File: src/design/ttc_pkg.sv
package ttc_pkg;

  localparam int ADC_BITS       = 10;
  localparam int LOG_TABLE_BITS = 8;
  localparam int LOG_TAB_SIZE   = 1 << LOG_TABLE_BITS;
  localparam int OHM_W          = 20;
  localparam int BETA_W         = 16;
  localparam int PROD_W         = OHM_W + ADC_BITS;
  localparam int POS_W          = $clog2(PROD_W);
  localparam int FRAC_W         = 16;
  localparam int LOG_W          = POS_W + FRAC_W;
  localparam int D_W            = LOG_W + 2;
  localparam int MAG_W          = LOG_W + 1;
  localparam int LN2_W          = 32;
  localparam int MUL_W          = MAG_W + LN2_W;
  localparam int DIV_W          = 40;
  localparam int DIVISOR_W      = 16;
  localparam int Q_W            = 17;
  localparam int INV_W          = DIV_W + 2;
  localparam int TEMP_W         = 16;
  localparam int CFG_W          = 20;

  localparam logic [LN2_W-1:0]   LN2_Q32        = 32'd2977044472;
  localparam logic [DIV_W-1:0]   HUNDRED_Q32    = 40'd429496729600;
  localparam logic [ADC_BITS:0]  ADC_FULL       = (ADC_BITS + 1)'(1 << ADC_BITS);
  localparam int                 KELVIN_OFS_CK  = 27315;
  localparam int                 TEMP_MAX       = 32767;

  typedef enum logic [2:0] {
    REG_MOTOR_SERIES   = 3'd0,
    REG_MOTOR_NOMINAL  = 3'd1,
    REG_MOTOR_BETA     = 3'd2,
    REG_REG_SERIES     = 3'd3,
    REG_REG_NOMINAL    = 3'd4,
    REG_REG_BETA       = 3'd5,
    REG_NOMINAL_TEMP   = 3'd6
  } reg_idx_t;

  typedef enum logic [1:0] {
    STAT_VALID = 2'd0,
    STAT_ZERO  = 2'd1,
    STAT_SAT   = 2'd2
  } status_t;

  typedef struct packed {
    logic valid;
    logic flag;
  } div_tag_t;

  typedef logic [FRAC_W-1:0] log_tab_t [LOG_TAB_SIZE];

  // log2(1 + i/2^L) in Q0.16 by repeated squaring of a Q1.30 mantissa
  function automatic log_tab_t build_log_tab();
    log_tab_t    t;
    logic [63:0] m;
    logic [15:0] r;
    for (int i = 0; i < LOG_TAB_SIZE; i++) begin
      m = 64'(LOG_TAB_SIZE + i) << (30 - LOG_TABLE_BITS);
      r = '0;
      for (int k = 0; k < 16; k++) begin
        m = (m * m) >> 30;
        r = {r[14:0], 1'b0};
        if (m >= (64'd2 << 30)) begin
          m = m >> 1;
          r[0] = 1'b1;
        end
      end
      t[i] = r;
    end
    return t;
  endfunction

  localparam log_tab_t LOG_TAB = build_log_tab();

endpackage

File: src/design/ttc_div_pipe.sv
module ttc_div_pipe (
  input  logic                            clk,
  input  logic                            rst,
  input  logic                            en,
  input  logic [ttc_pkg::DIV_W-1:0]       num,
  input  logic [ttc_pkg::DIVISOR_W-1:0]   den,
  input  ttc_pkg::div_tag_t               tag_in,
  output logic [ttc_pkg::DIV_W-1:0]       quo,
  output ttc_pkg::div_tag_t               tag_out
);

  localparam int N = ttc_pkg::DIV_W;

  // one quotient bit per stage; wq shifts the dividend out and the quotient in
  logic [ttc_pkg::DIVISOR_W-1:0] rem [N+1];
  logic [N-1:0]                  wq  [N+1];
  logic [ttc_pkg::DIVISOR_W-1:0] dv  [N+1];
  logic                          vl  [N+1];
  logic                          fl  [N+1];

  assign rem[0] = '0;
  assign wq[0]  = num;
  assign dv[0]  = den;
  assign vl[0]  = tag_in.valid;
  assign fl[0]  = tag_in.flag;

  for (genvar s = 0; s < N; s++) begin : g_stage
    logic [ttc_pkg::DIVISOR_W:0] trial;
    logic                        ge;
    assign trial = {rem[s], wq[s][N-1]};
    assign ge    = trial >= {1'b0, dv[s]};

    always_ff @(posedge clk) begin
      if (rst) begin
        vl[s+1] <= 1'b0;
      end else if (en) begin
        vl[s+1] <= vl[s];
      end
    end

    always_ff @(posedge clk) begin
      if (en) begin
        rem[s+1] <= ge ? ttc_pkg::DIVISOR_W'(trial - {1'b0, dv[s]})
                       : ttc_pkg::DIVISOR_W'(trial);
        wq[s+1]  <= {wq[s][N-2:0], ge};
        dv[s+1]  <= dv[s];
        fl[s+1]  <= fl[s];
      end
    end
  end

  assign quo           = wq[N];
  assign tag_out.valid = vl[N];
  assign tag_out.flag  = fl[N];

endmodule

File: config.mk
export PLATFORM = sky130hd
export DESIGN_NAME = ttc_div_pipe
export DESIGN_NICKNAME = d
export VERILOG_FILES = /design/src/design/ttc_pkg.sv /design/src/design/ttc_div_pipe.sv
export SDC_FILE = /design/constraint.sdc
export NUM_CORES = 2
export LEC_CHECK = 0
export BUFFER_PORTS_ARGS = -buffer_cell sky130_fd_sc_hd__buf_2
export CORE_MARGIN = 10
export CORE_UTILIZATION = 40
export CTS_BUF_LIST = sky130_fd_sc_hd__clkbuf_16
export DETAILED_ROUTE_END_ITERATION = 12
export PLACE_DENSITY = 0.57
export RECOVER_POWER = 50
export SYNTH_ARGS = -nofsm -noshare
export SYNTH_HDL_FRONTEND = slang
export SYNTH_SLANG_ARGS = --single-unit
File: constraint.sdc
create_clock -name clk -period 8 [get_ports clk]
set_input_delay 2 -clock clk [delete_from_list [all_inputs] [get_ports clk]]
set_output_delay 2 -clock clk [all_outputs]
set_load 0.005 [all_outputs]
---- Word-level counts from Yosys, hierarchy flattened ----
Cells that the tools add are included.
storage, ports and cells
  output and inout port bits .............. 42
  bits of input ports ..................... 61
  logic and storage cells ................. 317
  bits in registers ....................... 2,928
operators by class
  multiplexer cells ....................... 39
  $add $sub $neg .......................... 39
  magnitude comparators ................... 40
operators with widths
  kind                                          count
  greater-or-equal comparator 17 x 16 -> 1 bit  39
  two-way mux 16 bit                            38
  subtractor 16 bit                             38
  greater-or-equal comparator 1 x 16 -> 1 bit   1
  subtractor 1 x 16 -> 16 bit                   1
  two-way mux 1 bit                             1

---- Logic depth before layout (Yosys ltp) ----
  word-level depth ........................ 2
  gate-level depth with buffers ........... 13
  gate-level depth less buffers ........... 11

---- Worst setup path before layout ----
Ideal clock, no wire load.
  path kind ............................... in2reg
  start ................................... in num[39] in the netlist's numbering
  end ..................................... reg rem (netlist bit g_stage[1].trial[1]) (data pin)
  data required time ...................... 7.733 ns
  path slack .............................. 4.109 ns
  cell stages on the path ................. 9
  data arrival time ....................... 3.624 ns
  path through ............................ inv_1 ha_1 clkbuf_1 inv_1 ha_1 a21oi_1 nor4_1 clkbuf_1 a21oi_1
on the way
  longest elaborated chain between the ends .. 2
  elaborated cells between the ends (all ways) .. 3
ends and longest elaborated chain
  item                                         line                RTL
  from (decl)                                  ttc_div_pipe.sv:5   input logic [ttc_pkg::DIV_W-1:0] num,
  greater-or-equal comparator 1 x 16 -> 1 bit  ttc_div_pipe.sv:31  assign ge = trial >= {1'b0, dv[s]};
  named net g_stage[0].ge                      ttc_div_pipe.sv:29  logic ge;
  two-way mux 1 bit                            ttc_div_pipe.sv:43  rem[s+1] <= ge ? ttc_pkg::DIVISOR_W'(trial - {1'b0, dv[s]})
  to (signal, indexed assignment)              ttc_div_pipe.sv:43
  to (decl)                                    ttc_div_pipe.sv:15  logic [ttc_pkg::DIVISOR_W-1:0] rem [N+1];
The timed path passes the listed nets, and every way through them passes these cells.
A chain may end at the register's enable or synchronous reset.

==> flow_summary.yaml <==
outcome:
  status: "complete, but fails checks"
  violations: "max-capacitance violations, max-slew violations"
worst_setup_path:
  worstPathRequired_ns: 8.74
  r2r_start: "dv[177]$_DFFE_PP_"
  critPathKind: "input port to flip-flop"
  r2r_cells: 10
  slowest_delay_ns: 2.62
  critPathSlowestCell: "clkbuf_2"
  worstSetupStartpointType: "input port"
  cp-end-kind: "flip-flop"
  crit-reg2reg-capture: "g_stage[30].trial[6]$_DFFE_PP_"
  arrival_ns: 6.32
  ff2ff_setup_slack_ns: 4.10
  path_cells: "clkbuf_2, buf_4, mux2i_1, nor2_1"
  crit_fanout: 118
detailed_routing:
  drc_errors: 0
  totalWireLength_um: 224000
  highest_layer: "met4"
  initialDrtViolationCount: 4488
  first_pass_iters: 6
  final_antenna_net_count: 0
  dr_wl_met3_um: 7940
  post_drt_wl_per_cell_um: 17.0
  via_count: 65900
  wl_met2_um: 109000
  avgViaCountPerCell: 5.02
  m1WireLength_um: 99000
synthesis:
  synth-edff-count: 2888
  yosysWarnings: 0
  synth_fa_ha_area_share_pct: 6.82
  synth_top_area_share_pct: 68.8
  synth_ff_type: "edfxtp_1"
  ys_top_cells_by_area: "edfxtp_1 69%, ha_1 6.2%, mux2_2 3.5%, inv_1 2.4%, xnor2_1 2.0%"
  syn_area_sq_mm: 0.126
  synth_mux_area_share_pct: 4.66
  synthArstFlopShare_pct: 0
  syn_inst: 8379
  synth_cell_types: 90
  post-synth-top-area-cell: "edfxtp_1"
  synth-seq-cells: 2928
  syn_nets: 9104
  syn_avg_cell_area_sq_um: 15.0
  synth_compound_area_share_pct: 7.63
  yosys.area_share.simple_pct: 5.60
  synth_xor_area_share_pct: 2.81
  seq_area_frac_synth_pct: 69.5
  synth_top_family_by_area: "compound AO/OA/AOI/OAI gates"
clocking:
  h-tree-depth: 5
  cts_setup_buffers: 0
  cts_tree: "done"
  max-clock-path-buffers: 4
  cts_resized: 0
  cts_made_buffers: 327
  clk_latency_ns: 0.91
  clkSlewWorstSetupHoldPaths_ns: 0.06
  ctsHoldBuffers: 0
  cts_sinks: 2928
  clockRootBuffer: "clkbuf_16"
power_and_ir_drop:
  pwr-share-clk_pct: 27.6
  swShare_pct: 30.6
  p_seq_share_pct: 41.2
  p_comb_share_pct: 31.2
  power_density_mw_per_mm2: 372
  finalPower_mw: 52.8
  p_switching_mw: 16.2
  intPower_mw: 36.7
  peakVddDrop_v: 0.000207
  leakagePower_nw: 53.8
global_route:
  grt.total_usage_pct: 12.8
  grt_overflow: 0
  grt_antenna_before_repair: 2
  grt_max_degree: 178
  grt_pass1_wl_um: 359000
  grt_pass1_vias: 67100
sta:
  slew-limit-headroom_pct: -168
  tightest_slew_ns: 4.02
  hold-worst-slack_ns: 0.379
  rsz0062_at_grt: "no"
  setup_tns_ns: 0
  fin_skew_ns: 0.0429
  layout_setup_ws_ns: 2.42
  post-route-period-util_pct: 69.7
  setup_violations: 0
  finalMaxSlewViolations: 109
  clock.fmax_ghz: 0.179
  post-route-min-period_ns: 5.58
  hold_viol: 0
die:
  die_w_um: 581
  dieArea_sq_mm: 0.338
  pin_count: 103
  fp.dieH_um: 581
  placement_rows: 206
  coreArea_sq_mm: 0.314
  floorplan.initialDensity_pct: 40.1
final_layout:
  drive_above_1_share_pct: 11.9
  fin_nets: 9439
  final_area_sq_mm: 0.142
  area_delta_synth_final_pct: 12.8
  fillers: 27300
place:
  dp_hpwl_um: 150000
  post-place-ws_ns: 3.40
  place.port_buffers: 102
  gp_congestion: 0.857
  post_dp_cell_area_sq_mm: 0.132
min_path:
  min_from: "wq[198]$_DFFE_PP_"
  holdPathEnd: "g_stage[37].trial[0]$_DFFE_PP_"
  min_path_type: "flip-flop to flip-flop"
  hold_depth: 0
run:
  maxCapViolCount: 1
[layout by cell type (no fill, tap or decap), types with 25 or more instances in the layout]
master     synthesis  routed
a211oi_1          46      46
a21boi_0          50      50
a21o_1           142     142
a21oi_1          356     356
a31oi_1           53      52
and3_1            34      34
buf_2             28      83
buf_4             46      27
bufinv_16          0      28
clkbuf_16          0     329
clkinv_1           0      67
clkinv_2           0      49
dfxtp_1           40      40
edfxtp_1        2888    2888
fa_1              38      38
ha_1             626     626
inv_1            801     864
mux2_2           391     391
mux2i_1          121     121
nand2_1          286     286
nand2b_1          92      92
nand3_1          101     101
nand4_1           91      91
nor2_1           475     475
nor2b_1          114     114
nor3_1           118     118
o211ai_1          33      33
o21a_1           135     135
o21ai_0          313     313
o21bai_1          25      25
o31a_1            49      49
o31ai_1           44      44
or3_1             38      38
xnor2_1          289     289
xor2_1           115     115
[per-stage QoR]
step,instances,utilization [%]
floorplan,8379,-
global placement,12500,41.9
detailed placement,12500,41.9
CTS,13100,45.2
global route,13100,45.2
finish,13100,45.2
[critical path: cells and delay by family]
kind / cells / cell delay (ns)
buf+inv: 2 / 3.73
mux: 1 / 0.29
simple gates: 1 / 0.05
[logic make-up after synthesis]
family / Yosys count
AND/OR/NAND/NOR: 1458
buffers and inverters: 949
multiplexers: 531
adder cells (fa/ha/maj): 664
XOR/XNOR: 404
flip-flops: 2928
AO/OA/AOI/OAI: 1445
[layer usage]
| layer | track usage [%] | up-vias |
|---|---|---|
| met1 | 16.5 | 32200 |
| met5 | 0 | - |
| met2 | 22.0 | 1112 |
| met3 | 1.80 | 469 |
| li1 | - | 32100 |
| met4 | 4.59 | 0 |
[synth_stat cells (all sizes together), types with 34 or more instances]
| library cell | instances |
|---|---|
| a211oi | 48 |
| a21boi | 52 |
| a21o | 142 |
| a21oi | 362 |
| a31oi | 53 |
| and3 | 34 |
| buf | 82 |
| clkbuf | 65 |
| dfxtp | 40 |
| edfxtp | 2888 |
| fa | 38 |
| ha | 626 |
| inv | 802 |
| mux2 | 410 |
| mux2i | 121 |
| nand2 | 288 |
| nand2b | 92 |
| nand3 | 101 |
| nand4 | 91 |
| nor2 | 475 |
| nor2b | 114 |
| nor3 | 119 |
| o211ai | 36 |
| o21a | 135 |
| o21ai | 322 |
| o31a | 49 |
| o31ai | 45 |
| or3 | 38 |
| xnor2 | 289 |
| xor2 | 115 |
[layout make-up]
cell class	count	area (sq um)	share of cell area, %
Antenna cell	2	5.00	0.00352
Sequential cell	2928	87500	61.6
Inverter	802	3010	2.12
Clock buffer	329	8230	5.79
Multi-Input combinational cell	4502	34700	24.4
Tap cell	4160	5200	3.66
Timing Repair Buffer	153	1090	0.767
Clock inverter	256	2330	1.64
[power groups by stage]
stage | registers [mW] | logic (mW) | clock network, mW
2_1_floorplan | 21.4 | 13.1 | 0
3_3_place_gp | 22.1 | 16.0 | 0
3_5_place_dp | 22.1 | 16.4 | 0
4_1_cts | 21.8 | 16.5 | 15.1
5_1_grt | 22.0 | 18.4 | 15.7
6_report | 21.8 | 16.5 | 14.6
[worst max path at each step]
| stage | startpoint | endpoint | slack [ns] | depth (start not counted) |
|---|---|---|---|---|
| 3_3_place_gp | den[13] | g_stage[1].trial[1]$_DFFE_PP_ | 3.58 | 5 |
| 4_1_cts | dv[177]$_DFFE_PP_ | g_stage[30].trial[10]$_DFFE_PP_ | 4.08 | 10 |
| 6_report | en | vl[2]$_SDFFE_PP0P_ | 2.42 | 4 |
| 5_1_grt | en | vl[9]$_SDFFE_PP0P_ | 1.95 | 4 |
| 2_1_floorplan | num[39] | g_stage[1].trial[1]$_DFFE_PP_ | 4.11 | 9 |
| 3_5_place_dp | den[13] | g_stage[1].trial[1]$_DFFE_PP_ | 3.40 | 5 |
[flip-flops by register name, summed over array words and instances (netlist names)]
register       flops
quo               40
wq              1521
vl                39
tag_out            2
fl                39
g_stage.trial    663
dv               624
(Power assumes the default switching activity.)
