[src/design/ttc_pkg.sv]
package ttc_pkg;

  localparam int ADC_BITS       = 10;
  localparam int LOG_TABLE_BITS = 8;
  localparam int LOG_TAB_SIZE   = 1 << LOG_TABLE_BITS;
  localparam int OHM_W          = 20;
  localparam int BETA_W         = 16;
  localparam int PROD_W         = OHM_W + ADC_BITS;
  localparam int POS_W          = $clog2(PROD_W);
  localparam int FRAC_W         = 16;
  localparam int LOG_W          = POS_W + FRAC_W;
  localparam int D_W            = LOG_W + 2;
  localparam int MAG_W          = LOG_W + 1;
  localparam int LN2_W          = 32;
  localparam int MUL_W          = MAG_W + LN2_W;
  localparam int DIV_W          = 40;
  localparam int DIVISOR_W      = 16;
  localparam int Q_W            = 17;
  localparam int INV_W          = DIV_W + 2;
  localparam int TEMP_W         = 16;
  localparam int CFG_W          = 20;

  localparam logic [LN2_W-1:0]   LN2_Q32        = 32'd2977044472;
  localparam logic [DIV_W-1:0]   HUNDRED_Q32    = 40'd429496729600;
  localparam logic [ADC_BITS:0]  ADC_FULL       = (ADC_BITS + 1)'(1 << ADC_BITS);
  localparam int                 KELVIN_OFS_CK  = 27315;
  localparam int                 TEMP_MAX       = 32767;

  typedef enum logic [2:0] {
    REG_MOTOR_SERIES   = 3'd0,
    REG_MOTOR_NOMINAL  = 3'd1,
    REG_MOTOR_BETA     = 3'd2,
    REG_REG_SERIES     = 3'd3,
    REG_REG_NOMINAL    = 3'd4,
    REG_REG_BETA       = 3'd5,
    REG_NOMINAL_TEMP   = 3'd6
  } reg_idx_t;

  typedef enum logic [1:0] {
    STAT_VALID = 2'd0,
    STAT_ZERO  = 2'd1,
    STAT_SAT   = 2'd2
  } status_t;

  typedef struct packed {
    logic valid;
    logic flag;
  } div_tag_t;

  typedef logic [FRAC_W-1:0] log_tab_t [LOG_TAB_SIZE];

  // log2(1 + i/2^L) in Q0.16 by repeated squaring of a Q1.30 mantissa
  function automatic log_tab_t build_log_tab();
    log_tab_t    t;
    logic [63:0] m;
    logic [15:0] r;
    for (int i = 0; i < LOG_TAB_SIZE; i++) begin
      m = 64'(LOG_TAB_SIZE + i) << (30 - LOG_TABLE_BITS);
      r = '0;
      for (int k = 0; k < 16; k++) begin
        m = (m * m) >> 30;
        r = {r[14:0], 1'b0};
        if (m >= (64'd2 << 30)) begin
          m = m >> 1;
          r[0] = 1'b1;
        end
      end
      t[i] = r;
    end
    return t;
  endfunction

  localparam log_tab_t LOG_TAB = build_log_tab();

endpackage

[src/design/ttc_recip_pipe.sv]
module ttc_recip_pipe (
  input  logic                           clk,
  input  logic                           rst,
  input  logic                           en,
  input  logic                           in_valid,
  input  logic [ttc_pkg::DIV_W-1:0]      inv,
  input  logic                           zero_in,
  input  logic                           nonpos_in,
  output logic                           out_valid,
  output logic [ttc_pkg::TEMP_W-1:0]     temp,
  output logic [1:0]                     status
);

  localparam int N = ttc_pkg::Q_W;
  localparam int W = ttc_pkg::DIV_W;

  logic [W-1:0] m_c;
  logic         ovf_c;

  // T in centikelvin = round(100*2^32 / inv); results above 2^Q_W saturate anyway
  assign m_c   = ttc_pkg::HUNDRED_Q32 + (inv >> 1);
  assign ovf_c = {{N{1'b0}}, m_c} >= {inv, {N{1'b0}}};

  logic [W-1:0] rem [N+1];
  logic [N-1:0] wq  [N+1];
  logic [W-1:0] dv  [N+1];
  logic         vl  [N+1];
  logic         zr  [N+1];
  logic         sat [N+1];

  always_ff @(posedge clk) begin
    if (rst) begin
      vl[0] <= 1'b0;
    end else if (en) begin
      vl[0] <= in_valid;
    end
  end

  always_ff @(posedge clk) begin
    if (en) begin
      rem[0] <= W'(m_c >> N);
      wq[0]  <= m_c[N-1:0];
      dv[0]  <= inv;
      zr[0]  <= zero_in;
      sat[0] <= nonpos_in | ovf_c;
    end
  end

  for (genvar s = 0; s < N; s++) begin : g_stage
    logic [W:0] trial;
    logic       ge;
    assign trial = {rem[s], wq[s][N-1]};
    assign ge    = trial >= {1'b0, dv[s]};

    always_ff @(posedge clk) begin
      if (rst) begin
        vl[s+1] <= 1'b0;
      end else if (en) begin
        vl[s+1] <= vl[s];
      end
    end

    always_ff @(posedge clk) begin
      if (en) begin
        rem[s+1] <= ge ? W'(trial - {1'b0, dv[s]}) : W'(trial);
        wq[s+1]  <= {wq[s][N-2:0], ge};
        dv[s+1]  <= dv[s];
        zr[s+1]  <= zr[s];
        sat[s+1] <= sat[s];
      end
    end
  end

  logic signed [N+1:0]              t_c;
  logic [ttc_pkg::TEMP_W-1:0]       temp_next;
  logic [1:0]                       status_next;

  assign t_c = $signed({2'b0, wq[N]}) - (N+2)'(ttc_pkg::KELVIN_OFS_CK);

  always_comb begin
    priority if (zr[N]) begin
      temp_next   = ttc_pkg::TEMP_W'(-ttc_pkg::KELVIN_OFS_CK);
      status_next = ttc_pkg::STAT_ZERO;
    end else if (sat[N] || t_c > (N+2)'(ttc_pkg::TEMP_MAX)) begin
      temp_next   = ttc_pkg::TEMP_W'(ttc_pkg::TEMP_MAX);
      status_next = ttc_pkg::STAT_SAT;
    end else begin
      temp_next   = t_c[ttc_pkg::TEMP_W-1:0];
      status_next = ttc_pkg::STAT_VALID;
    end
  end

  always_ff @(posedge clk) begin
    if (rst) begin
      out_valid <= 1'b0;
    end else if (en) begin
      out_valid <= vl[N];
    end
  end

  always_ff @(posedge clk) begin
    if (en) begin
      temp   <= temp_next;
      status <= status_next;
    end
  end

endmodule

[config.mk]
export PLATFORM = sky130hd
export DESIGN_NAME = ttc_recip_pipe
export DESIGN_NICKNAME = d
export VERILOG_FILES = /design/src/design/ttc_pkg.sv /design/src/design/ttc_recip_pipe.sv
export SDC_FILE = /design/constraint.sdc
export NUM_CORES = 2
export LEC_CHECK = 0
export BUFFER_PORTS_ARGS = -buffer_cell sky130_fd_sc_hd__buf_4
export CORE_ASPECT_RATIO = 1.1
export CORE_UTILIZATION = 39
export CTS_CLUSTER_SIZE = 28
export DETAILED_ROUTE_END_ITERATION = 6
export GPL_ROUTABILITY_DRIVEN = 0
export PLACE_DENSITY_LB_ADDON = 0.08
export REMOVE_ABC_BUFFERS = 1
export SYNTH_ARGS = -nofsm -noshare
export SYNTH_HDL_FRONTEND = slang
export SYNTH_SLANG_ARGS = --single-unit
[constraint.sdc]
create_clock -name clk -period 4.7 [get_ports clk]
set_clock_uncertainty 0.2 [all_clocks]
set_input_delay 0.47 -clock clk [delete_from_list [all_inputs] [get_ports clk]]
set_output_delay 0.47 -clock clk [all_outputs]
set_load 0.01 [all_outputs]
# Word level (Yosys, flattened, before mapping)
# Memory sizes are Yosys's and may differ from the RTL's. A register that Yosys moved wholly into a read port is not among the register bits.
# Cells that the tools add are included.
# W data, S select, Z words.
# word_totals
reg_bits	18
ram_bits	1800
in_bits	46
output_inout_bits	19
elab_cells	111
mem_count	6
# mem_list
memory	depth	word_bits	rd	rd_ports_with_merged_regs	wr	line	source
dv	18	40	17	0	18	ttc_recip_pipe.sv:26	logic [W-1:0] dv [N+1];
rem	18	40	17	0	18	ttc_recip_pipe.sv:24	logic [W-1:0] rem [N+1];
wq	18	17	18	0	18	ttc_recip_pipe.sv:25	logic [N-1:0] wq [N+1];
sat	18	1	18	0	18	ttc_recip_pipe.sv:29	logic sat [N+1];
vl	18	1	18	1	18	ttc_recip_pipe.sv:27	logic vl [N+1];
zr	18	1	18	0	18	ttc_recip_pipe.sv:28	logic zr [N+1];
# classes
addsub	19
magnitude_cmp	19
mux	43
bitwise_logic	19
reduce_logical	2
# op_table
op	n
$ge A41 B40 Y1	17
$mux W40	17
$sub A40 B40 Y40	17
$ge A40 B57 Y1	1
$add A39 B39 Y40 const A	1
$mux W1	24
$or A1 B1 Y1	19
$gt A18 B16 Y1 const B	1
$sub A17 B15 Y18 const B	1
$mux W16	1
$mux W2	1
$reduce_or A2 Y1	1
$logic_or A1 B1 Y1	1

# Logic depth before layout (Yosys ltp)
# depth
ltp_word	4
mapped_depth	16
depth_no_buf	14

# Worst setup path after synthesis
# Ideal clock, no wire load.
# synth_path
path_type	reg-to-reg
from	memory rem[15][21] (netlist bit)
to	memory rem[16][20] (netlist bit), data pin
setup_ns	0.262
t_arrival_ns	3.245
required_time_ns	4.238
slack_ns	0.993
path_stages_with_launch	13
path_buffers	1
period_less_slack_ns	3.707
cell_sequence	edfxtp_1 > ha_1 > a21o_1 > a21o_1 > a2111oi_2 > o31a_1 > o21ai_1 > a31o_2 > a221o_1 > a32oi_2 > o221a_2 > buf_6 > mux2_1
# synth_lines
element	line
from (decl)	ttc_recip_pipe.sv:24

==> qor.yml <==
power_and_ir_drop:
  intPower_mw: 41.84
  combPwrFrac: 0.464
  power.density_cell_area_nw_per_um2: 653.1
  clockPowerShare: 0.202
  p_leak_nw: 42.43
  ir_drop_v: 0.0004495
  seqPwrFrac: 0.334
  power_switching_mw: 25.04
  design_power_total_mw: 66.89
  power_switching_share: 0.3744
sta:
  finalHoldViolations: 0
  worst_slew_margin_relative_to_its_limit: 0.3903
  setup-tns-final_ps: 0
  setup_viol: 0
  rsz0062_at_grt: "no"
  fin_crit_ps: 4507
  final.period_utilization: 0.9589
  transition_time_at_the_pin_with_the_least_slew_margin_ps: 914.6
  slew_violations: 0
  fmax_mhz: 221.9
critical_path:
  critical_path.slowest_cell: "edfxtp_1"
  crit_path_frequent_cell: "o21ai_0"
  timing.setup.critical_path_class: "reg2reg"
  crit_path_max_incr_delay_ps: 540
  path_cells: "inv_1 -> ha_1 -> a21oi_1 -> o21ai_0 -> a32oi_1 -> nand2_1 -> o21ai_0 -> a31oi_1 -> buf_4 -> a221oi_2 -> o21ai_0 -> a21boi_0 -> xnor2_1 -> mux2_2"
  timing.critical_path.from_type: "flop"
  required_ps: 5090
  ff2ff_setup_slack_ps: 190
  timing.critical_path.max_delay_family: "compound AO/OA/AOI/OAI gates"
  setup.worst_path.end_class: "flop"
  timing.critical_path.arrival_ps: 4900
  worst-path-buf-inv: 2
  critical_path_peak_fanout: 5
cells_and_area:
  final_std_cells_w_o_fill: 11660
  proportion_of_layout_cells_with_a_drive_suffix_above_1: 0.1113
  area_growth_syn_to_layout_pct: 13.33
  finalCoreUtilization: 0.4467
  nets: 9191
placement:
  hpwlAfterDp_um: 190100
  place.port_buffers: 64
  cell_count_post_placement: 11280
drt:
  drt_pass1_iterations: 5
  detail_route.wl_per_cell_um: 20.72
  vias_per_cell: 5.290
  drt_first_iter_violations: 3411
  postRouteWirelength_um: 241600
  route.vias.total: 61690
  drc_errors: 0
  postRouteAntennaNets: 0
yosys:
  synth.area.top_cells: "edfxtp_1 (52%), ha_1 (9.6%), a21oi_1 (3.9%), mux2_2 (3.8%), inv_1 (3.5%)"
  synth-seq-cells: 1552
  synth_top_area_frac: 0.5154
  async_flop_share: 0
  synth_top_area_cell: "edfxtp_1"
  synth_commonest_cells: "edfxtp_1 (1551), inv_1 (850), a21oi_1 (697), ha_1 (691), nand2_1 (483)"
  synth_flop_cell: "edfxtp_1"
  synth_edf_count: 1551
  synth.avg_cell_area_um2: 11.19
  synthDistinctLibCells: 97
  synth_area_um2: 90370
  most_common_cell_in_the_netlist: "edfxtp_1"
  yosysSeqAreaShare: 0.5156
  ys.warnings.count: 0
  post_synth_inst_count: 8076
clock_network:
  cts_inserted_buffers: 180
  cts_sink_count: 1552
  clk_pin_slew_worst_paths_ps: 60
  clockBufferDepth: 3
  clock_insertion_delay_worst_skew_ps: 850
  cts.repair_timing.setup_buffer_count: 0
  tritoncts: "built"
  root_buffer: "clkbuf_16"
  cts_max_level: 4
floorplanning:
  ioPinCount: 65
  die_height_um: 506.9
  chipWidth_um: 461.0
  floorplan.rows: 184
  die_area_um2: 233700
  fp.coreArea_um2: 229300
  initial_core_util: 0.3941
run:
  cap_violations: 0
global_route:
  grt_pass1_vias: 63980
  antenna_found_initial: 9
  grt_pass1_wl_um: 364300
  global_route.overflow_total: 0
  grt_use_total: 0.2048
  grt_max_degree: 137
min_path:
  worst_hold_path_type: "in2reg"
status:
  outcome: "complete, no violations"
-- power by group through the flow --
stage / Combinational (mW) / Clock (mW) / Sequential (mW)
finish: 31.0 / 13.5 / 22.4
global route: 34.2 / 14.4 / 22.7
CTS: 31.1 / 14.0 / 22.4
detailed placement: 30.8 / 0 / 22.7
global placement: 30.5 / 0 / 22.7
floorplan: 22.5 / 0 / 21.4
-- layout by cell type, fill, tap and decap left out, types with 33 or more instances in the layout --
cell and n:
o21ai_0 379, nor2b_1 109, nand2b_1 70, nor2_1 455
xor2_1 207, inv_1 850, a21o_1 389, nand3_1 125
o21bai_1 86, buf_4 291, a31oi_1 80, o31ai_1 34
clkbuf_16 181, nand4_1 108, o211ai_1 33, a211oi_1 61
nand2_1 482, edfxtp_1 1551, o21a_1 95, and3_1 90
clkinv_1 49, dlygate4sd3_1 45, nor3_1 91, a21oi_1 696
and2_1 48, ha_1 691, mux2_2 304, xnor2_1 328
-- layout make-up --
| class | count | area (um2) |
|---|---|---|
| diodes | 9 | 22.52 |
| clock buffers | 210 | 4638 |
| clock inverters | 116 | 1022 |
| fillers | 21250 | 126900 |
| inverters | 852 | 3198 |
| multi-input cells | 5488 | 39900 |
| flip-flops and latches | 1552 | 46590 |
| well taps | 3069 | 3840 |
| repair buffers | 364 | 3203 |
-- cells by family after synthesis --
kind of cell	count (synthesis)	synth area share
AOI/OAI and AO/OA	2155	0.1521
xor gates and xnor gates	535	0.05185
adders and majority gates	707	0.09921
buffers and inverters	1036	0.04437
DFF	1552	0.5156
muxes	356	0.04393
and+or+nand+nor	1735	0.09291
-- sequential cells by signal (all words and copies together), names as in the netlist --
name and cells:
sat 18, status 2, temp 16, zr 18, dv 680, rem 646
wq 153, vl 18, out_valid 1
-- metrics by stage --
step           instance area [um2]  setup WS (ps)  hold slack, ps
3_5_place_dp                 96270         -90.83           204.5
2_1_floorplan                89560          -2524           200.3
6_report                    102400          193.0           160.8
5_1_grt                     102400          5.089           129.9
4_1_cts                     102400          63.41           85.13
3_3_place_gp                 96270         -178.9           200.8
-- final timing paths --
| kind | start | to | cells after the start |
|---|---|---|---|
| worst max-delay path | dv[9][7] | rem[10][36] | 14 |
| worst min-delay path | rst | out_valid | 3 |
| worst max register to register | dv[9][7] | rem[10][36] | 14 |
| worst min register to register | wq[5][1] | wq[6][2] | 0 |
-- per-layer routing --
metal,track usage,part of all wire,vias up
met1,0.1757,0.33,29400
li1,-,-,30490
met4,0.1643,0.089,4
met2,0.4128,0.56,1160
met5,0,0.00011,-
met3,0.02559,0.026,633
-- what timing repair did --
action	CTS	global route
hold buffers	45	0
hold endpoints to repair	80	0
gates resized for setup	2	2
cloned	0	0
endpoints found under the setup margin	9	3
-- worst min-delay path, stage by stage --
cell and delay [ps]:
dlygate4sd3_1 530, buf_4 110, nor2_1 40
(Power assumes the default switching activity.)
